--- src/rtl/srns_pkg.sv ---
`timescale 1ns / 1ps
// ----------------------------------------------------------------------------
// srns_pkg
// Shared types, constants and arithmetic helpers of the recurrent net step.
// ----------------------------------------------------------------------------
package srns_pkg;

  localparam int DEF_MAX_NODES  = 16;
  localparam int DEF_MAX_FANOUT = 8;

  localparam int Q_W      = 32;
  localparam int OP_W     = 2;
  localparam int IDX_W    = 4;
  localparam int SLOT_W   = 3;
  localparam int FAN_W    = 4;
  localparam int NCOUNT_W = 5;

  localparam logic [NCOUNT_W-1:0] NODE_COUNT_RESET = 5'd2;
  localparam logic signed [Q_W-1:0] Q_MAX = 32'sh7fffffff;
  localparam logic signed [Q_W-1:0] Q_MIN = 32'sh80000000;

  typedef enum logic [OP_W-1:0] {
    OP_LOAD_NODE = 2'd0,
    OP_LOAD_CONN = 2'd1,
    OP_RESET_MEM = 2'd2,
    OP_STEP      = 2'd3
  } op_t;

  typedef enum logic [4:0] {
    DP_NOP,
    DP_CLEAR,
    DP_LATCH,
    DP_LOAD_NODE,
    DP_LOAD_CONN,
    DP_RS_RD,
    DP_RS_WR,
    DP_N0_RD,
    DP_N0_WR,
    DP_FS_CLR,
    DP_ND_RD,
    DP_ND_CHK,
    DP_CN_RD,
    DP_CN_MUL,
    DP_CN_FS,
    DP_CN_ACC,
    DP_FIN_RD,
    DP_FIN_WR,
    DP_OUT
  } dp_op_t;

  typedef struct packed {
    dp_op_t op;
    logic   i_clr;
    logic   i_inc;
  } dp_cmd_t;

  typedef struct packed {
    op_t  item_op;
    logic clr_done;
    logic i_last;
    logic prev_act;
    logic j_done;
    logic conn_ok;
  } dp_status_t;

  function automatic logic signed [Q_W-1:0] sat_add(input logic signed [Q_W-1:0] a,
                                                    input logic signed [Q_W-1:0] b);
    logic signed [Q_W:0] s;
    s = {a[Q_W-1], a} + {b[Q_W-1], b};
    if (s[Q_W] != s[Q_W-1]) begin
      sat_add = s[Q_W] ? Q_MIN : Q_MAX;
    end else begin
      sat_add = s[Q_W-1:0];
    end
  endfunction

  function automatic logic signed [Q_W-1:0] sat_prod(input logic signed [2*Q_W-1:0] p);
    logic signed [2*Q_W-17:0] sh;
    sh = p[2*Q_W-1:16];
    if (sh > 48'sh00007fffffff) begin
      sat_prod = Q_MAX;
    end else if (sh < -48'sh000080000000) begin
      sat_prod = Q_MIN;
    end else begin
      sat_prod = sh[Q_W-1:0];
    end
  endfunction

endpackage

--- src/rtl/srns_ctrl.sv ---
`timescale 1ns / 1ps
// ----------------------------------------------------------------------------
// srns_ctrl
// Sequencer of the recurrent net step: clearing pass, loads, resets, steps.
// ----------------------------------------------------------------------------
module srns_ctrl
  import srns_pkg::*;
(
  input  logic       clk,
  input  logic       rst,
  input  logic       in_valid,
  output logic       in_stall,
  output logic       out_valid,
  input  logic       out_stall,
  input  dp_status_t status,
  output dp_cmd_t    cmd
);

  typedef enum logic [4:0] {
    S_CLEAR, S_IDLE, S_LOAD_NODE, S_LOAD_CONN, S_RS_RD, S_RS_WR, S_N0_RD, S_N0_WR,
    S_FS_CLR, S_ND_RD, S_ND_CHK, S_CN_RD, S_CN_MUL, S_CN_FS, S_CN_ACC, S_FIN_RD,
    S_FIN_WR, S_DONE
  } state_t;

  state_t state, state_next;
  logic   out_free;

  assign in_stall = (state != S_IDLE);
  assign out_free = !out_valid || !out_stall;

  always_comb begin
    state_next = state;
    cmd.op     = DP_NOP;
    cmd.i_clr  = 1'b0;
    cmd.i_inc  = 1'b0;
    case (state)
      S_CLEAR: begin
        cmd.op = DP_CLEAR;
        if (status.clr_done) state_next = S_IDLE;
      end
      S_IDLE: begin
        if (in_valid) begin
          cmd.op = DP_LATCH;
          state_next = S_LOAD_NODE;
        end
      end
      S_LOAD_NODE: begin
        case (status.item_op)
          OP_LOAD_NODE: begin
            cmd.op = DP_LOAD_NODE;
            state_next = S_DONE;
          end
          OP_LOAD_CONN: state_next = S_LOAD_CONN;
          OP_RESET_MEM: state_next = S_RS_RD;
          default:      state_next = S_N0_RD;
        endcase
      end
      S_LOAD_CONN: begin
        cmd.op = DP_LOAD_CONN;
        state_next = S_DONE;
      end
      S_RS_RD: begin
        cmd.op = DP_RS_RD;
        state_next = S_RS_WR;
      end
      S_RS_WR: begin
        cmd.op = DP_RS_WR;
        cmd.i_inc = 1'b1;
        state_next = status.i_last ? S_DONE : S_RS_RD;
      end
      S_N0_RD: begin
        cmd.op = DP_N0_RD;
        state_next = S_N0_WR;
      end
      S_N0_WR: begin
        cmd.op = DP_N0_WR;
        state_next = S_FS_CLR;
      end
      S_FS_CLR: begin
        cmd.op = DP_FS_CLR;
        if (status.i_last) begin
          cmd.i_clr = 1'b1;
          state_next = S_ND_RD;
        end else begin
          cmd.i_inc = 1'b1;
        end
      end
      S_ND_RD: begin
        cmd.op = DP_ND_RD;
        state_next = S_ND_CHK;
      end
      S_ND_CHK: begin
        cmd.op = DP_ND_CHK;
        if (status.prev_act) begin
          state_next = S_CN_RD;
        end else if (status.i_last) begin
          cmd.i_clr = 1'b1;
          state_next = S_FIN_RD;
        end else begin
          cmd.i_inc = 1'b1;
          state_next = S_ND_RD;
        end
      end
      S_CN_RD: begin
        cmd.op = DP_CN_RD;
        if (!status.j_done) begin
          state_next = S_CN_MUL;
        end else if (status.i_last) begin
          cmd.i_clr = 1'b1;
          state_next = S_FIN_RD;
        end else begin
          cmd.i_inc = 1'b1;
          state_next = S_ND_RD;
        end
      end
      S_CN_MUL: begin
        cmd.op = DP_CN_MUL;
        state_next = S_CN_FS;
      end
      S_CN_FS: begin
        cmd.op = DP_CN_FS;
        state_next = status.conn_ok ? S_CN_ACC : S_CN_RD;
      end
      S_CN_ACC: begin
        cmd.op = DP_CN_ACC;
        state_next = S_CN_RD;
      end
      S_FIN_RD: begin
        cmd.op = DP_FIN_RD;
        state_next = S_FIN_WR;
      end
      S_FIN_WR: begin
        cmd.op = DP_FIN_WR;
        cmd.i_inc = 1'b1;
        state_next = status.i_last ? S_DONE : S_FIN_RD;
      end
      S_DONE: begin
        if (out_free) begin
          cmd.op = DP_OUT;
          state_next = S_IDLE;
        end
      end
      default: state_next = S_IDLE;
    endcase
  end

  always_ff @(posedge clk) begin
    if (rst) begin
      state     <= S_CLEAR;
      out_valid <= 1'b0;
    end else begin
      state <= state_next;
      if (state == S_DONE && out_free) begin
        out_valid <= 1'b1;
      end else if (!out_stall) begin
        out_valid <= 1'b0;
      end
    end
  end

  a_clear_once: assert property (@(posedge clk) disable iff (rst)
    state != S_CLEAR |=> state != S_CLEAR) else $error("clearing pass restarted");
  a_accept_leaves_idle: assert property (@(posedge clk) disable iff (rst)
    (state == S_IDLE && in_valid) |=> state != S_IDLE) else $error("transfer not taken");
  a_done_waits: assert property (@(posedge clk) disable iff (rst)
    (state == S_DONE && out_valid && out_stall) |=> state == S_DONE)
    else $error("result overwrote a stalled transfer");
  a_out_from_done: assert property (@(posedge clk) disable iff (rst)
    $rose(out_valid) |-> $past(state) == S_DONE) else $error("result without an item");

endmodule

--- config.mk ---
export PLATFORM = sky130hd
export DESIGN_NAME = srns_ctrl
export DESIGN_NICKNAME = d
export VERILOG_FILES = /design/src/rtl/srns_pkg.sv /design/src/rtl/srns_ctrl.sv
export SDC_FILE = /design/constraint.sdc
export NUM_CORES = 1
export LEC_CHECK = 0
export BUFFER_PORTS_ARGS = -buffer_cell sky130_fd_sc_hd__buf_2
export CORE_MARGIN = 2
export CORE_UTILIZATION = 45
export DETAILED_ROUTE_END_ITERATION = 12
export PLACE_DENSITY = 0.71
export SETUP_SLACK_MARGIN = 0.5
export SYNTH_ARGS = -nofsm -noshare
export SYNTH_HDL_FRONTEND = slang
export SYNTH_SLANG_ARGS = --single-unit
--- constraint.sdc ---
create_clock -name clk -period 1.8 [get_ports clk]
set_clock_uncertainty 0.15 [all_clocks]
set_input_delay 0.36 -clock clk [delete_from_list [all_inputs] [get_ports clk]]
set_output_delay 0.36 -clock clk [all_outputs]
set_load 0.05 [all_outputs]
==> results of run 1 <==
-- through the flow --
step / hold slack, ns / utilization / cell area, sq um / std cells
after CTS: 0.213 / 0.952 / 1480 / 176
after detailed placement: 0.383 / 0.758 / 1180 / 161
after global placement: 0.379 / 0.758 / 1180 / 161
after floorplan: 0.269 / - / 978 / 111
-- timing repair --
action,in CTS
setup buffers,11
pin swaps,12
hold buffers,0
gates cloned,1
gates resized for setup,45
endpoints found under the setup margin,15
-- cells by family after synthesis --
| logic type | after synthesis | synth area share |
|---|---|---|
| simple gates | 51 | 0.354 |
| compound gates | 35 | 0.338 |
| buf+inv | 15 | 0.102 |
| mux | 1 | 0.0146 |
| xor+xnor | 3 | 0.0342 |
| flops | 6 | 0.156 |
==> metrics.md, run 1 <==
| Metric | Value |
|---|---|
| Pre-CTS WS | -0.0909 ns |
| DP Wirelength | 2.05 mm |
| Die X-Extent | 45.4 microns |
| Worst EP kind | output port |
| Number of core rows | 14 |
| EDFF count, synth | 0 |
| Total I/O pin count | 20 |
| Sink Count | 6 |
| Num CTS Buffers | 3 |
| Die Ht | 45.4 microns |
| Error | [ERROR DPL-0038] Utilization greater than 100%, impossible to legalize |
| Status | did not finish |
| Most frequent cells after synthesis | nand2_1, nor2_1, a21oi_1, nor3_1 |
| IO Port Bufs | 19 |
| CTS HTree Levels | 1 |
| Max clock buf depth | 2 |
| Ys async rst share | 0 |
| Cells after Synth | 111 |
| Syn nets | 122 |
| Stop stage | global routing |
| Starting density of the core | 0.494 |
| Synthesized flop and latch total | 6 |
| Worst_ep grt | cmd[6] |
| Main synth FF type | dfxtp_1 |
| Largest net degree at the start of global routing | 15 |
| Post-Syn Area | 769 sq um |
| Post-synthesis sequential area ratio | 0.156 |
| Area fraction of the dominant cell type after synthesis | 0.156 |
| Area contributors post-synth | dfxtp_1, nand2_1, nor2_1, nor2b_1, a21oi_1 |
| Post-synthesis cell type count | 42 |
| GP Congestion | 0.868 |
| Yosys warns | 0 |
| Synth Area per Inst | 6.93 sq um |
| Area leader, netlist | dfxtp_1 |
| CTS root buffer | clkbuf_4 |
==> run 2: changes to the inputs <==
- CORE_AREA: unset -> 2 2 63 65
- CORE_MARGIN: 2 -> unset
- CORE_UTILIZATION: 45 -> unset
- DIE_AREA: unset -> 0 0 65 67
- PLACE_DENSITY: 0.71 -> unset
- PLACE_DENSITY_LB_ADDON: unset -> 0.15
- SETUP_SLACK_MARGIN: 0.5 -> unset
==> metrics.md, run 2 <==
| Metric | Value |
|---|---|
| Yosys warns | 0 |
| WL/cell | 14.6 microns |
| Synth Area in Compound Gates | 0.338 |
| Core Util, Final | 0.424 |
| GRT overflow | 0 |
| GRT Total Usage | 0.157 |
| Most flops, register | state |
| # diodes | 0 |
| R2R Setup Slk | 0 ns |
| EDFF count, synth | 0 |
| Setup crit end kind | primary output |
| Worst hold path depth | 2 |
| First-pass iteration count of the detailed router | 4 |
| Hold worst-path end | state[1] |
| Max reg flops | 5 |
| Number of core rows | 22 |
| Filler cells | 379 |
| Largest registers | state (5), out_valid (1) |
| Commonest non-fill, non-tap cell in the layout | buf_4 |
| HP Class | input port to flip-flop |
| Maximum VDD drop | 0.382 mV |
| FF-to-FF path depth | 5 |
| Die Ht | 67 microns |
| Num CTS Buffers | 3 |
| Global-route wire length before repair | 5.33 mm |
| Nets@finish | 171 |
| Final Hold Vio Count | 0 |
| Max-slew headroom | 0.794 |
| Crit-path cells | or4b_4 > a31oi_4 > a41o_2 > buf_8 |
| CP startpoint kind | flip-flop |
| Initial DRC Count | 39 |
| Largest family of logic cells by synthesized area | simple AND/OR/NAND/NOR gates |
| Most frequent cells after synthesis | nand2_1, nor2_1, a21oi_1, nor3_1 |
| Required time worst endpoint | 1.29 ns |
| CTS tree | done |
| Area growth syn-to-layout | 98.9% |
| Layout cells sized above 1 | 0.633 |
| Crit path largest cell delay | 0.56 ns |
| Slowest CP cell | or4b_4 |
| Max-slew violation count | 0 |
| RSZ-0062 raised after global routing | true |
| Max clock buf depth | 2 |
| Final setup viols | 9 |
| Xor/xnor share of the synthesized area | 0.0341 |
| GP Congestion | 0.773 |
| Post-Syn Area | 769 sq um |
| Tmin final | 2.06 ns |
| Post-Route WL | 3.01 mm |
| R2r startpoint | state[1] |
| Mux cell area share after synthesis | 0.0146 |
| Sink Count | 6 |
| Post-synthesis adder-cell area fraction | 0 |
| Highest clock rate | 0.486 GHz |
| Status | finished, violations left |
| Setup ws final | -0.258 ns |
| Pwr dens | 583 nW/um^2 |
| Clock-pin transition on the worst setup and hold timing paths | 0.04 ns |
| Critical setup path kind | flip-flop to primary output |
| DR DRC count | 0 |
| Area contributors post-synth | dfxtp_1, nand2_1, nor2_1, nor2b_1, a21oi_1 |
| Die ar. | 4360 sq um |
| Syn nets | 122 |
| Post-synthesis sequential area ratio | 0.156 |
| Core footprint | 3610 sq um |
| Hold slack | 0.258 ns |
| Reg2Reg Capture Point | state[1] |
| DRT antenna net count | 0 |
| CTS HTree Levels | 1 |
| Total I/O pin count | 20 |
| Worst Path Max Fanout | 4 |
| Vias in the first global route | 1173 |
| Starting density of the core | 0.213 |
| Main synth FF type | dfxtp_1 |
| CTS root buffer | clkbuf_8 |
| Worst skew pair latency | 0.22 ns |
| Commonest non-fill, non-tap cells in the layout | buf_4, buf_2, buf_6, nand2_1, a21oi_1 |
| DR vias/cell | 4.97 |
| IO Port Bufs | 19 |
| Slew @ Worst Pin | 0.308 ns |
| Post-synthesis cell type count | 42 |
| Cells after Synth | 111 |
| Fin crit share | 1.14 |
| Post-Synth Simple-Gate Area | 0.354 |
| Largest net degree at the start of global routing | 13 |
| Failing checks | negative setup slack |
| Area fraction of the dominant cell type after synthesis | 0.156 |
| Initial antenna violation count | 0 |
| TNS Setup | -1.14 ns |
| Synth Area per Inst | 6.93 sq um |
| Die X-Extent | 65 microns |
| Area leader, netlist | dfxtp_1 |
| Synthesized flop and latch total | 6 |
| WP data arrival | 1.55 ns |
| Routed vias | 1024 |
| Max-cap viol count | 0 |
| Hold_sp | rst |
| Leakage dissipation | 0.613 nW |
| DP Wirelength | 2.15 mm |
| Ys async rst share | 0 |
run 2: layer usage:
| metal | wire length, microns | track usage | share of wire | up-vias |
|---|---|---|---|---|
| met5 | 0 | 0 | 0 | - |
| met4 | 44 | 0.0585 | 0.015 | 0 |
| met3 | 165 | 0.0608 | 0.055 | 6 |
| met2 | 1490 | 0.262 | 0.49 | 30 |
| met1 | 1310 | 0.181 | 0.44 | 483 |
| li1 | - | - | - | 505 |
run 2: power breakdown:
part | total (mW) | internal (mW) | switching, mW | leakage (nW)
logic | 0.535 | 0.242 | 0.293 | 0.540
clock network | 0.202 | 0.144 | 0.0583 | 0.0216
registers | 0.154 | 0.142 | 0.0122 | 0.0518
run 2: cell type report:
class	instances	area, sq um	area share
Clock buffer	3	41.3	0.0270
Multi-Input combinational cell	90	783	0.512
Sequential cell	6	134	0.0875
Inverter	4	15.0	0.00981
Tap cell	48	60.1	0.0392
Timing Repair Buffer	55	497	0.325
run 2: kinds of logic after synthesis:
| group | after synthesis |
|---|---|
| muxes | 1 |
| DFF | 6 |
| and+or+nand+nor | 51 |
| buffers and inverters | 15 |
| xor gates and xnor gates | 3 |
| AOI/OAI and AO/OA | 35 |
run 2: per-stage QoR:
| step | area [sq um] | worst slack (ns) | power [mW] | instances |
|---|---|---|---|---|
| 2_1_floorplan | 835 | -0.0121 | 0.418 | 111 |
| 3_3_place_gp | 1110 | -0.139 | 0.552 | 191 |
| 3_5_place_dp | 1110 | -0.180 | 0.550 | 191 |
| 4_1_cts | 1420 | -0.260 | 0.858 | 202 |
| 5_1_grt | 1530 | -0.320 | 0.950 | 206 |
| 6_report | 1530 | -0.258 | 0.892 | 206 |
run 2: repair_timing:
action                     4_1_cts  5_1_grt
hold endpoints to repair         0        0
hold buffers                     0        0
gates resized for setup         57       17
setup buffers                    9        5
pin swaps                       16        5
setup endpoints to repair        9       11
run 2: worst max-delay path by stage:
| stage | startpoint | end | slack (ns) |
|---|---|---|---|
| 3_3_place_gp | state[4] | cmd[0] | -0.14 |
| 3_5_place_dp | state[2] | cmd[0] | -0.18 |
| 4_1_cts | state[4] | cmd[0] | -0.26 |
| 5_1_grt | state[2] | cmd[6] | -0.32 |
| 6_report | state[1] | cmd[6] | -0.26 |
| 2_1_floorplan | state[4] | cmd[6] | -0.01 |
run 2: worst max-delay path, delay by kind of cell (launching register included):
kind,cells,cell delay (ns)
AO/OA/AOI/OAI,2,0.28
flip-flops,1,0.34
AND/OR/NAND/NOR,1,0.56
buffers and inverters,1,0.14
No activity file was read; power rests on OpenSTA's default activity.
